===== config.mk =====
export PLATFORM = sky130hd
export DESIGN_NAME = lyapunov_exponent_pixel_unit
export DESIGN_NICKNAME = d
export VERILOG_FILES = /design/src/hdl/lepu_pkg.sv /design/src/hdl/lepu_div.sv /design/src/hdl/lepu_dp.sv /design/src/hdl/lepu_ctrl.sv /design/src/hdl/lyapunov_exponent_pixel_unit.sv
export VERILOG_INCLUDE_DIRS = /design/src /design/src/hdl
export SDC_FILE = /design/constraint.sdc
export NUM_CORES = 2
export LEC_CHECK = 0
export ABC_AREA = 1
export CAP_MARGIN = 5
export CORE_MARGIN = 10
export CORE_UTILIZATION = 30
export DETAILED_ROUTE_END_ITERATION = 8
export DONT_BUFFER_PORTS = 1
export PLACE_DENSITY = 0.43
export SYNTH_ARGS = -nofsm -noshare
export SYNTH_HDL_FRONTEND = slang
export SYNTH_SLANG_ARGS = --single-unit
export TNS_END_PERCENT = 1

===== constraint.sdc =====
create_clock -name clk -period 22.2 [get_ports clk]
set_clock_uncertainty 0.1 [all_clocks]
set_input_delay 2.22 -clock clk [delete_from_list [all_inputs] [get_ports clk]]
set_output_delay 2.22 -clock clk [all_outputs]
set_load 0.01 [all_outputs]

===== src/hdl/lyapunov_exponent_pixel_unit_defines.svh =====
// Assertion macros for the Lyapunov pixel unit.
`ifndef LYAPUNOV_EXPONENT_PIXEL_UNIT_DEFINES_SVH
`define LYAPUNOV_EXPONENT_PIXEL_UNIT_DEFINES_SVH
`ifndef SYNTHESIS
`define LEPU_ASSERT_IMPLY(lbl, clk, rst_n, a, b) \
	lbl: assert property (@(posedge clk) disable iff (!rst_n) (a) |-> (b)) \
		else $error("implication check failed");
`define LEPU_ASSERT_NEXT(lbl, clk, rst_n, a, b) \
	lbl: assert property (@(posedge clk) disable iff (!rst_n) (a) |=> (b)) \
		else $error("next-cycle check failed");
`else
`define LEPU_ASSERT_IMPLY(lbl, clk, rst_n, a, b)
`define LEPU_ASSERT_NEXT(lbl, clk, rst_n, a, b)
`endif
`endif


===== src/hdl/lepu_pkg.sv =====
// Shared types, constants and helpers for the Lyapunov pixel unit.
package lepu_pkg;
	localparam int DEF_MAX_SEQ_LEN = 32;
	localparam int SUM_W = 48;
	localparam int CNT_W = 22;
	localparam int OUT_W = 24;
	localparam logic [30:0] ONE_Q30 = 31'h4000_0000;
	localparam logic [23:0] ZERO_TERM = 24'hE0_0000;   // -32.0 in Q.16

	localparam logic [1:0] REG_PATTERN = 2'd0;
	localparam logic [1:0] REG_LENGTH = 2'd1;
	localparam logic [1:0] REG_ITER = 2'd2;

	typedef enum logic [3:0] {
		ST_IDLE, ST_MUL_U, ST_MUL_X, ST_MUL_D, ST_NORM, ST_SQR, ST_ACC,
		ST_DIV_GO, ST_DIV_WAIT, ST_ZERO
	} lepu_state_t;

	typedef struct packed {
		logic load;
		logic mul_u;
		logic mul_x;
		logic mul_d;
		logic norm;
		logic sqr;
		logic acc;
		logic use_b;
		logic div_start;
		logic res_div;
		logic res_zero;
	} lepu_cmd_t;

	typedef struct packed {
		logic div_done;
	} lepu_sts_t;

	function automatic logic [30:0] sat_one(input logic [30:0] v);
		return (v > ONE_Q30) ? ONE_Q30 : v;
	endfunction
endpackage


===== src/hdl/lepu_div.sv =====
// Iterative signed-by-unsigned divider, one quotient bit per cycle, truncates toward zero.
module lepu_div
	import lepu_pkg::*;
(
	input  logic             clk,
	input  logic             arst_n,
	input  logic             start,
	input  logic [SUM_W-1:0] dividend,
	input  logic [CNT_W-1:0] divisor,
	output logic             done,
	output logic [SUM_W-1:0] quotient
);
	localparam int STEP_W = $clog2(SUM_W + 1);

	logic              busy_q;
	logic [STEP_W-1:0] step_q;
	logic              neg_q;
	logic [CNT_W-1:0]  rem_q;
	logic [SUM_W-1:0]  quo_q;
	logic [CNT_W-1:0]  den_q;
	logic [CNT_W:0]    trial;
	logic [CNT_W:0]    diff;

	assign trial = {rem_q, quo_q[SUM_W-1]};
	assign diff = trial - {1'b0, den_q};

	always_ff @(posedge clk or negedge arst_n) begin
		if (!arst_n) begin
			busy_q <= 1'b0;
			step_q <= '0;
		end else if (start) begin
			busy_q <= 1'b1;
			step_q <= STEP_W'(SUM_W);
		end else if (busy_q) begin
			step_q <= step_q - 1'b1;
			if (step_q == STEP_W'(1))
				busy_q <= 1'b0;
		end
	end

	always_ff @(posedge clk) begin
		if (start) begin
			neg_q <= dividend[SUM_W-1];
			quo_q <= dividend[SUM_W-1] ? (~dividend + 1'b1) : dividend;
			rem_q <= '0;
			den_q <= divisor;
		end else if (busy_q) begin
			if (!diff[CNT_W]) begin
				rem_q <= diff[CNT_W-1:0];
				quo_q <= {quo_q[SUM_W-2:0], 1'b1};
			end else begin
				rem_q <= trial[CNT_W-1:0];
				quo_q <= {quo_q[SUM_W-2:0], 1'b0};
			end
		end
	end

	assign done = !busy_q;
	assign quotient = neg_q ? (~quo_q + 1'b1) : quo_q;
endmodule


===== src/hdl/lepu_dp.sv =====
// Datapath: map step, derivative, log2 by repeated squaring, sum and result register.
module lepu_dp
	import lepu_pkg::*;
(
	input  logic             clk,
	input  logic             arst_n,
	input  lepu_cmd_t        cmd,
	output lepu_sts_t        sts,
	input  logic [30:0]      rate_a,
	input  logic [30:0]      rate_b,
	input  logic [30:0]      start_value,
	input  logic [5:0]       seq_len,
	input  logic [15:0]      iter_count,
	output logic [OUT_W-1:0] exponent,
	output logic             hit_zero
);
	logic [30:0]      ra_q, rb_q, x_q, u_q;
	logic [61:0]      d_q;
	logic [31:0]      m_q;
	logic [5:0]       p_q;
	logic [15:0]      frac_q;
	logic [SUM_W-1:0] sum_q;
	logic             zero_q;
	logic [CNT_W-1:0] count_q;
	logic [OUT_W-1:0] exponent_q;
	logic             hit_zero_q;

	logic [30:0] rsel;
	logic [31:0] twox, span;
	logic [31:0] op_a, op_b;
	logic [63:0] prod;
	logic [35:0] xn;
	logic [5:0]  p_new;
	logic [61:0] m_wide;
	logic [7:0]  p_off;
	logic [23:0] term;
	logic        div_done;
	logic [SUM_W-1:0] quotient;

	assign rsel = cmd.use_b ? rb_q : ra_q;
	assign twox = {x_q, 1'b0};
	assign span = (twox > {1'b0, ONE_Q30}) ? (twox - {1'b0, ONE_Q30})
		: ({1'b0, ONE_Q30} - twox);

	// one shared multiplier for all four product kinds
	always_comb begin
		op_a = m_q;
		op_b = m_q;
		if (cmd.mul_u) begin
			op_a = {1'b0, x_q};
			op_b = {1'b0, ONE_Q30 - x_q};
		end else if (cmd.mul_x) begin
			op_a = {1'b0, rsel};
			op_b = {1'b0, u_q};
		end else if (cmd.mul_d) begin
			op_a = {1'b0, rsel};
			op_b = span;
		end
	end
	assign prod = op_a * op_b;
	assign xn = prod[63:28];

	// top set bit of d and normalized 32-bit mantissa
	always_comb begin
		p_new = '0;
		for (int i = 0; i < 62; i++)
			if (d_q[i])
				p_new = 6'(i);
	end
	assign m_wide = (p_new >= 6'd31) ? (d_q >> (p_new - 6'd31)) : (d_q << (6'd31 - p_new));

	assign p_off = {2'b00, p_q} - 8'd58;
	assign term = (d_q == '0) ? ZERO_TERM : {p_off, frac_q};

	always_ff @(posedge clk) begin
		if (cmd.load) begin
			ra_q <= sat_one(rate_a);
			rb_q <= sat_one(rate_b);
			x_q <= sat_one(start_value);
			sum_q <= '0;
			zero_q <= 1'b0;
			count_q <= CNT_W'(seq_len) * CNT_W'(iter_count);
		end
		if (cmd.mul_u)
			u_q <= prod[60:30];
		if (cmd.mul_x)
			x_q <= (xn > {5'd0, ONE_Q30}) ? ONE_Q30 : xn[30:0];
		if (cmd.mul_d)
			d_q <= prod[61:0];
		if (cmd.norm) begin
			p_q <= p_new;
			m_q <= m_wide[31:0];
			frac_q <= '0;
		end
		if (cmd.sqr) begin
			if (prod[63]) begin
				m_q <= prod[63:32];
				frac_q <= {frac_q[14:0], 1'b1};
			end else begin
				m_q <= prod[62:31];
				frac_q <= {frac_q[14:0], 1'b0};
			end
		end
		if (cmd.acc) begin
			sum_q <= sum_q + {{(SUM_W-24){term[23]}}, term};
			if (d_q == '0)
				zero_q <= 1'b1;
		end
		if (cmd.res_div) begin
			exponent_q <= quotient[OUT_W-1:0];
			hit_zero_q <= zero_q;
		end else if (cmd.res_zero) begin
			exponent_q <= '0;
			hit_zero_q <= 1'b0;
		end
	end

	lepu_div u_div (
		.clk      (clk),
		.arst_n   (arst_n),
		.start    (cmd.div_start),
		.dividend (sum_q),
		.divisor  (count_q),
		.done     (div_done),
		.quotient (quotient)
	);

	assign sts.div_done = div_done;
	assign exponent = exponent_q;
	assign hit_zero = hit_zero_q;
endmodule


===== src/hdl/lepu_ctrl.sv =====
// Controller: sequences map steps, squarings, the divide and the output handshake.
module lepu_ctrl
	import lepu_pkg::*;
(
	input  logic        clk,
	input  logic        arst_n,
	input  logic        s_tvalid,
	output logic        s_tready,
	output logic        m_tvalid,
	input  logic        m_tready,
	input  logic [31:0] seq_pattern,
	input  logic [5:0]  seq_len,
	input  logic [15:0] iter_count,
	input  lepu_sts_t   sts,
	output lepu_cmd_t   cmd,
	output logic        busy
);
	lepu_state_t state_q, state_d;
	logic [5:0]  pos_q;
	logic [15:0] iter_q;
	logic [3:0]  sq_q;
	logic        out_valid_q;
	logic        out_free;
	logic        zero_cnt;
	logic        pos_last;
	logic        last_step;

	assign out_free = !out_valid_q || m_tready;
	assign zero_cnt = (seq_len == '0) || (iter_count == '0);
	assign pos_last = (pos_q == seq_len - 6'd1);
	assign last_step = pos_last && (iter_q == iter_count - 16'd1);

	always_comb begin
		state_d = state_q;
		case (state_q)
			ST_IDLE:     if (s_tvalid) state_d = zero_cnt ? ST_ZERO : ST_MUL_U;
			ST_MUL_U:    state_d = ST_MUL_X;
			ST_MUL_X:    state_d = ST_MUL_D;
			ST_MUL_D:    state_d = ST_NORM;
			ST_NORM:     state_d = ST_SQR;
			ST_SQR:      if (sq_q == 4'hF) state_d = ST_ACC;
			ST_ACC:      state_d = last_step ? ST_DIV_GO : ST_MUL_U;
			ST_DIV_GO:   state_d = ST_DIV_WAIT;
			ST_DIV_WAIT: if (sts.div_done && out_free) state_d = ST_IDLE;
			ST_ZERO:     if (out_free) state_d = ST_IDLE;
			default:     state_d = ST_IDLE;
		endcase
	end

	always_comb begin
		cmd = '0;
		s_tready = 1'b0;
		case (state_q)
			ST_IDLE: begin
				s_tready = 1'b1;
				cmd.load = s_tvalid;
			end
			ST_MUL_U:    cmd.mul_u = 1'b1;
			ST_MUL_X: begin
				cmd.mul_x = 1'b1;
				cmd.use_b = seq_pattern[pos_q[4:0]];
			end
			ST_MUL_D: begin
				cmd.mul_d = 1'b1;
				cmd.use_b = seq_pattern[pos_q[4:0]];
			end
			ST_NORM:     cmd.norm = 1'b1;
			ST_SQR:      cmd.sqr = 1'b1;
			ST_ACC:      cmd.acc = 1'b1;
			ST_DIV_GO:   cmd.div_start = 1'b1;
			ST_DIV_WAIT: cmd.res_div = sts.div_done && out_free;
			ST_ZERO:     cmd.res_zero = out_free;
			default:     cmd = '0;
		endcase
	end

	always_ff @(posedge clk or negedge arst_n) begin
		if (!arst_n) begin
			state_q <= ST_IDLE;
			pos_q <= '0;
			iter_q <= '0;
			sq_q <= '0;
			out_valid_q <= 1'b0;
		end else begin
			state_q <= state_d;
			if (cmd.load) begin
				pos_q <= '0;
				iter_q <= '0;
				sq_q <= '0;
			end
			if (cmd.sqr)
				sq_q <= sq_q + 4'd1;
			if (cmd.acc) begin
				if (pos_last) begin
					pos_q <= '0;
					iter_q <= iter_q + 16'd1;
				end else begin
					pos_q <= pos_q + 6'd1;
				end
			end
			if (cmd.res_div || cmd.res_zero)
				out_valid_q <= 1'b1;
			else if (m_tready)
				out_valid_q <= 1'b0;
		end
	end

	assign m_tvalid = out_valid_q;
	assign busy = (state_q != ST_IDLE);
endmodule


===== src/hdl/lyapunov_exponent_pixel_unit.sv =====
// Lyapunov pixel unit: each map step runs on the shared 32x32 multiplier
// (3 products, 1 normalize, 16 log2 squarings, 1 accumulate).
// A new pixel is accepted only when idle; the next pixel is taken while a result waits.
// Reset: arst_n clears the controller and loads register defaults
// (pattern 2, length 2, iterations 256).
`include "lyapunov_exponent_pixel_unit_defines.svh"
module lyapunov_exponent_pixel_unit
	import lepu_pkg::*;
#(
	parameter int MAX_SEQ_LEN = DEF_MAX_SEQ_LEN
) (
	input  logic        clk,
	input  logic        arst_n,
	input  logic        s_tvalid,
	output logic        s_tready,
	input  logic [95:0] s_tdata,    // rate_a[30:0], rate_b[61:31], start_value[92:62]
	output logic        m_tvalid,
	input  logic        m_tready,
	output logic [23:0] m_tdata,    // exponent[23:0]
	output logic [0:0]  m_tuser,    // hit_zero[0]
	input  logic        psel,
	input  logic        penable,
	input  logic        pwrite,
	input  logic [3:0]  paddr,
	input  logic [31:0] pwdata,
	output logic [31:0] prdata,
	output logic        pready
);
	logic [31:0] seq_pattern_q;
	logic [5:0]  seq_length_q;
	logic [15:0] iter_count_q;
	logic [5:0]  seq_len;
	logic        wr_en;
	lepu_cmd_t   cmd;
	lepu_sts_t   sts;
	logic        busy;

	assign pready = 1'b1;
	assign wr_en = psel && penable && pwrite && pready;

	always_ff @(posedge clk or negedge arst_n) begin
		if (!arst_n) begin
			seq_pattern_q <= 32'd2;
			seq_length_q <= 6'd2;
			iter_count_q <= 16'd256;
		end else if (wr_en) begin
			case (paddr[3:2])
				REG_PATTERN: seq_pattern_q <= pwdata;
				REG_LENGTH:  seq_length_q <= pwdata[5:0];
				REG_ITER:    iter_count_q <= pwdata[15:0];
				default:     ;
			endcase
		end
	end

	always_comb begin
		case (paddr[3:2])
			REG_PATTERN: prdata = seq_pattern_q;
			REG_LENGTH:  prdata = {26'd0, seq_length_q};
			REG_ITER:    prdata = {16'd0, iter_count_q};
			default:     prdata = '0;
		endcase
	end

	assign seq_len = ({1'b0, seq_length_q} > 7'(MAX_SEQ_LEN)) ? 6'(MAX_SEQ_LEN) : seq_length_q;

	lepu_ctrl u_ctrl (
		.clk         (clk),
		.arst_n      (arst_n),
		.s_tvalid    (s_tvalid),
		.s_tready    (s_tready),
		.m_tvalid    (m_tvalid),
		.m_tready    (m_tready),
		.seq_pattern (seq_pattern_q),
		.seq_len     (seq_len),
		.iter_count  (iter_count_q),
		.sts         (sts),
		.cmd         (cmd),
		.busy        (busy)
	);

	lepu_dp u_dp (
		.clk         (clk),
		.arst_n      (arst_n),
		.cmd         (cmd),
		.sts         (sts),
		.rate_a      (s_tdata[30:0]),
		.rate_b      (s_tdata[61:31]),
		.start_value (s_tdata[92:62]),
		.seq_len     (seq_len),
		.iter_count  (iter_count_q),
		.exponent    (m_tdata),
		.hit_zero    (m_tuser[0])
	);

	`LEPU_ASSERT_NEXT(a_accept_busy, clk, arst_n, s_tvalid && s_tready, busy && !s_tready)
	`LEPU_ASSERT_IMPLY(a_busy_no_ready, clk, arst_n, busy, !s_tready)
endmodule

==> out/results.ini <==
[placement]
io_buffers=0
place_hpwl_mm=193
gp_congestion=0.932
dp_cells=11100

[timing]
timing.fmax_mhz=64.3
drv_slew=0
finalSetupTns_ns=0
hold_viol=0
tightest_slew_ns=1.28
setup_violations=0
fin_hold_ws_ns=0.308
period_share_pct=70.1
grt_setup_unrepaired=false
slew-limit-headroom_pct=14.8
fin_crit_ns=15.56

[global_routing]
grt_max_degree=99
antenna_found_initial=24
grt_usage_pct=19.3
grt_pass1_wl_mm=368
grt_pass1_vias=56600
grt.overflow.total=0

[drt]
drtAntennaViolNets=0
drt_first_pass_iters=5
wl_per_cell_um=21.7
vias=55500
totalWireLength_mm=245
drcViolationCount=0
viasPerCell=4.91
drt_iter0_drc=4175

[synthesis]
synth.area.top_cells=fa_1, edfxtp_1, nand2_1
synth_top_area_share_pct=27.9
synth_edf_count=406
synth_top_area_cell=fa_1
synth.distinct_cells=82
synth_flop_cell=edfxtp_1
syn-num-nets=9865
syn_inst=8394
ys_warn_count=0
async_flop_share_pct=17.7
yosysSeqAreaShare_pct=21.9
avgSynthCellArea_um2=8.15
ys_ff_latch=521
synth_area_mm2=0.0684

[setup_path]
cpMaxStageDelayCell=xor2_1
critPathKind=reg2reg
arrival_ns=15.81
crit_required_ns=22.44
startpoint_type=register
slowest_delay_ns=0.66
path_max_fanout=32
crit_top_cell=inv_1
endpoint_kind=register

[floorplanning]
die-height_um=498
die-area_mm2=0.248
io_pins=199
initial_core_util_pct=30.1
die_w_um=498
core_region_area_mm2=0.227
row_count=175

[run_status]
status=completed

[clock_network]
clockBufferDepth=3
clock_latency_ns=0.72
clk_pin_slew_ns=0.07
tritoncts=built
cts_resized=0
cts_buffers=61
root_buffer=clkbuf_16
clkSinkCount=521
cts_max_level=2
hold_buffers=0
cts_post_setup_buffers_inserted=0

[finish]
final_cell_mix=nand2_1, inv_1, fa_1
area_growth_pct=8.47
final_common_cell=nand2_1
final_cells=11300
drive_gt1_share_pct=5.22
fin_nets=9673

[run]
maxCapViolCount=0

[worst_hold_path]
hold_path.class=reg2reg

kinds of logic after synthesis:
family | count (synthesis) | share of synthesized area [%]
AND/OR/NAND/NOR | 3330 | 20.1
buffers and inverters | 2012 | 11.2
adder cells (fa/ha/maj) | 1332 | 34.8
AO/OA/AOI/OAI | 1003 | 9.36
flip-flops | 521 | 21.9
XOR/XNOR | 194 | 2.55
other | 1 | 0.00548
multiplexers | 1 | 0.0146
metrics by stage:
| stage | util (%) | cell area (µm²) | worst slack, ns |
|---|---|---|---|
| 2_1_floorplan | - | 68400 | 9.84 |
| 3_3_place_gp | 31.6 | 71900 | 6.89 |
| 3_5_place_dp | 31.6 | 71900 | 6.87 |
| 4_1_cts | 32.6 | 74100 | 6.77 |
| 5_1_grt | 32.7 | 74200 | 5.83 |
| 6_report | 32.7 | 74200 | 6.64 |
synthesized netlist by cell type (11+ instances only):
| cell type | number |
|---|---|
| o21bai_1 | 16 |
| fa_1 | 955 |
| nor4_1 | 42 |
| o21a_1 | 39 |
| o21ai_2 | 14 |
| a22oi_1 | 46 |
| o22ai_1 | 28 |
| inv_2 | 14 |
| nand2_1 | 1865 |
| nor3_1 | 52 |
| edfxtp_1 | 406 |
| clkbuf_1 | 333 |
| a31oi_1 | 12 |
| inv_1 | 1591 |
| nand2_2 | 13 |
| nand4_1 | 61 |
| buf_1 | 25 |
| o221ai_1 | 11 |
| o21ai_1 | 40 |
| o21ai_0 | 314 |
| clkinv_1 | 16 |
| ha_1 | 377 |
| buf_2 | 15 |
| dfrtp_1 | 89 |
| o31ai_4 | 20 |
| nand3_1 | 570 |
| o31ai_1 | 16 |
| o221a_2 | 13 |
| xnor2_1 | 64 |
| dfxtp_1 | 23 |
| o32ai_1 | 14 |
| xor2_1 | 124 |
| nor2_1 | 685 |
| a21oi_1 | 299 |
| o211ai_1 | 67 |
registers in the layout (all words and copies together), names as in the netlist, 16 cells and up:
name	cells
u_ctrl.iter_q	16
u_dp.u_div.rem_q	22
u_dp.exponent	24
u_dp.sum_q	48
u_dp.rb_q	31
u_dp.m_q	32
u_dp.u_div.den_q	22
u_dp.count_q	22
u_dp.ra_q	31
u_dp.u_div.quo_q	48
u_dp.frac_q	16
u_dp.d_q	62
seq_pattern_q	32
iter_count_q	16
u_dp.x_q	31
u_dp.u_q	31
final timing paths:
path	from	to	slack, ns	cells past startpoint
hold / removal	u_dp.count_q[20]	u_dp.u_div.den_q[20]	0.31	0
min in group asynchronous	arst_n	iter_count_q[10]	1.09	0
hold reg to reg	u_dp.count_q[20]	u_dp.u_div.den_q[20]	0.31	0
setup reg to reg	u_dp.x_q[0]	u_dp.x_q[3]	6.64	64
setup / recovery	u_dp.x_q[0]	u_dp.x_q[3]	6.64	64
max in group asynchronous	arst_n	seq_pattern_q[24]	20.69	0
layout make-up:
type | count | area [µm²]
Antenna cell | 39 | 97.6
Clock buffer | 66 | 1570
Clock inverter | 50 | 649
Fill cell | 24100 | 153000
Inverter | 1624 | 6100
Multi-Input combinational cell | 5861 | 46000
Sequential cell | 521 | 15000
Tap cell | 3009 | 3760
Timing Repair Buffer | 133 | 1010
layer usage:
metal  wire, µm  GRT usage, %  vias to the layer above
met5         10             0                        -
met4       9970          6.89                        2
met3      10500          1.66                      281
met2     116000          32.3                     1346
met1     108000          26.2                    27900
li1           -             -                    26000
worst max-delay path: cells and delay by family, from the launching register on:
family | cells | cell delay (ns)
fa+ha+maj | 10 | 4.44
simple gates | 24 | 4.25
compound gates | 14 | 2.78
buf+inv | 15 | 2.42
xor+xnor | 1 | 0.66
flops | 1 | 0.40
Power is not shown: default switching activity piles up to over one toggle a cycle in this logic, so the estimate is an artifact.
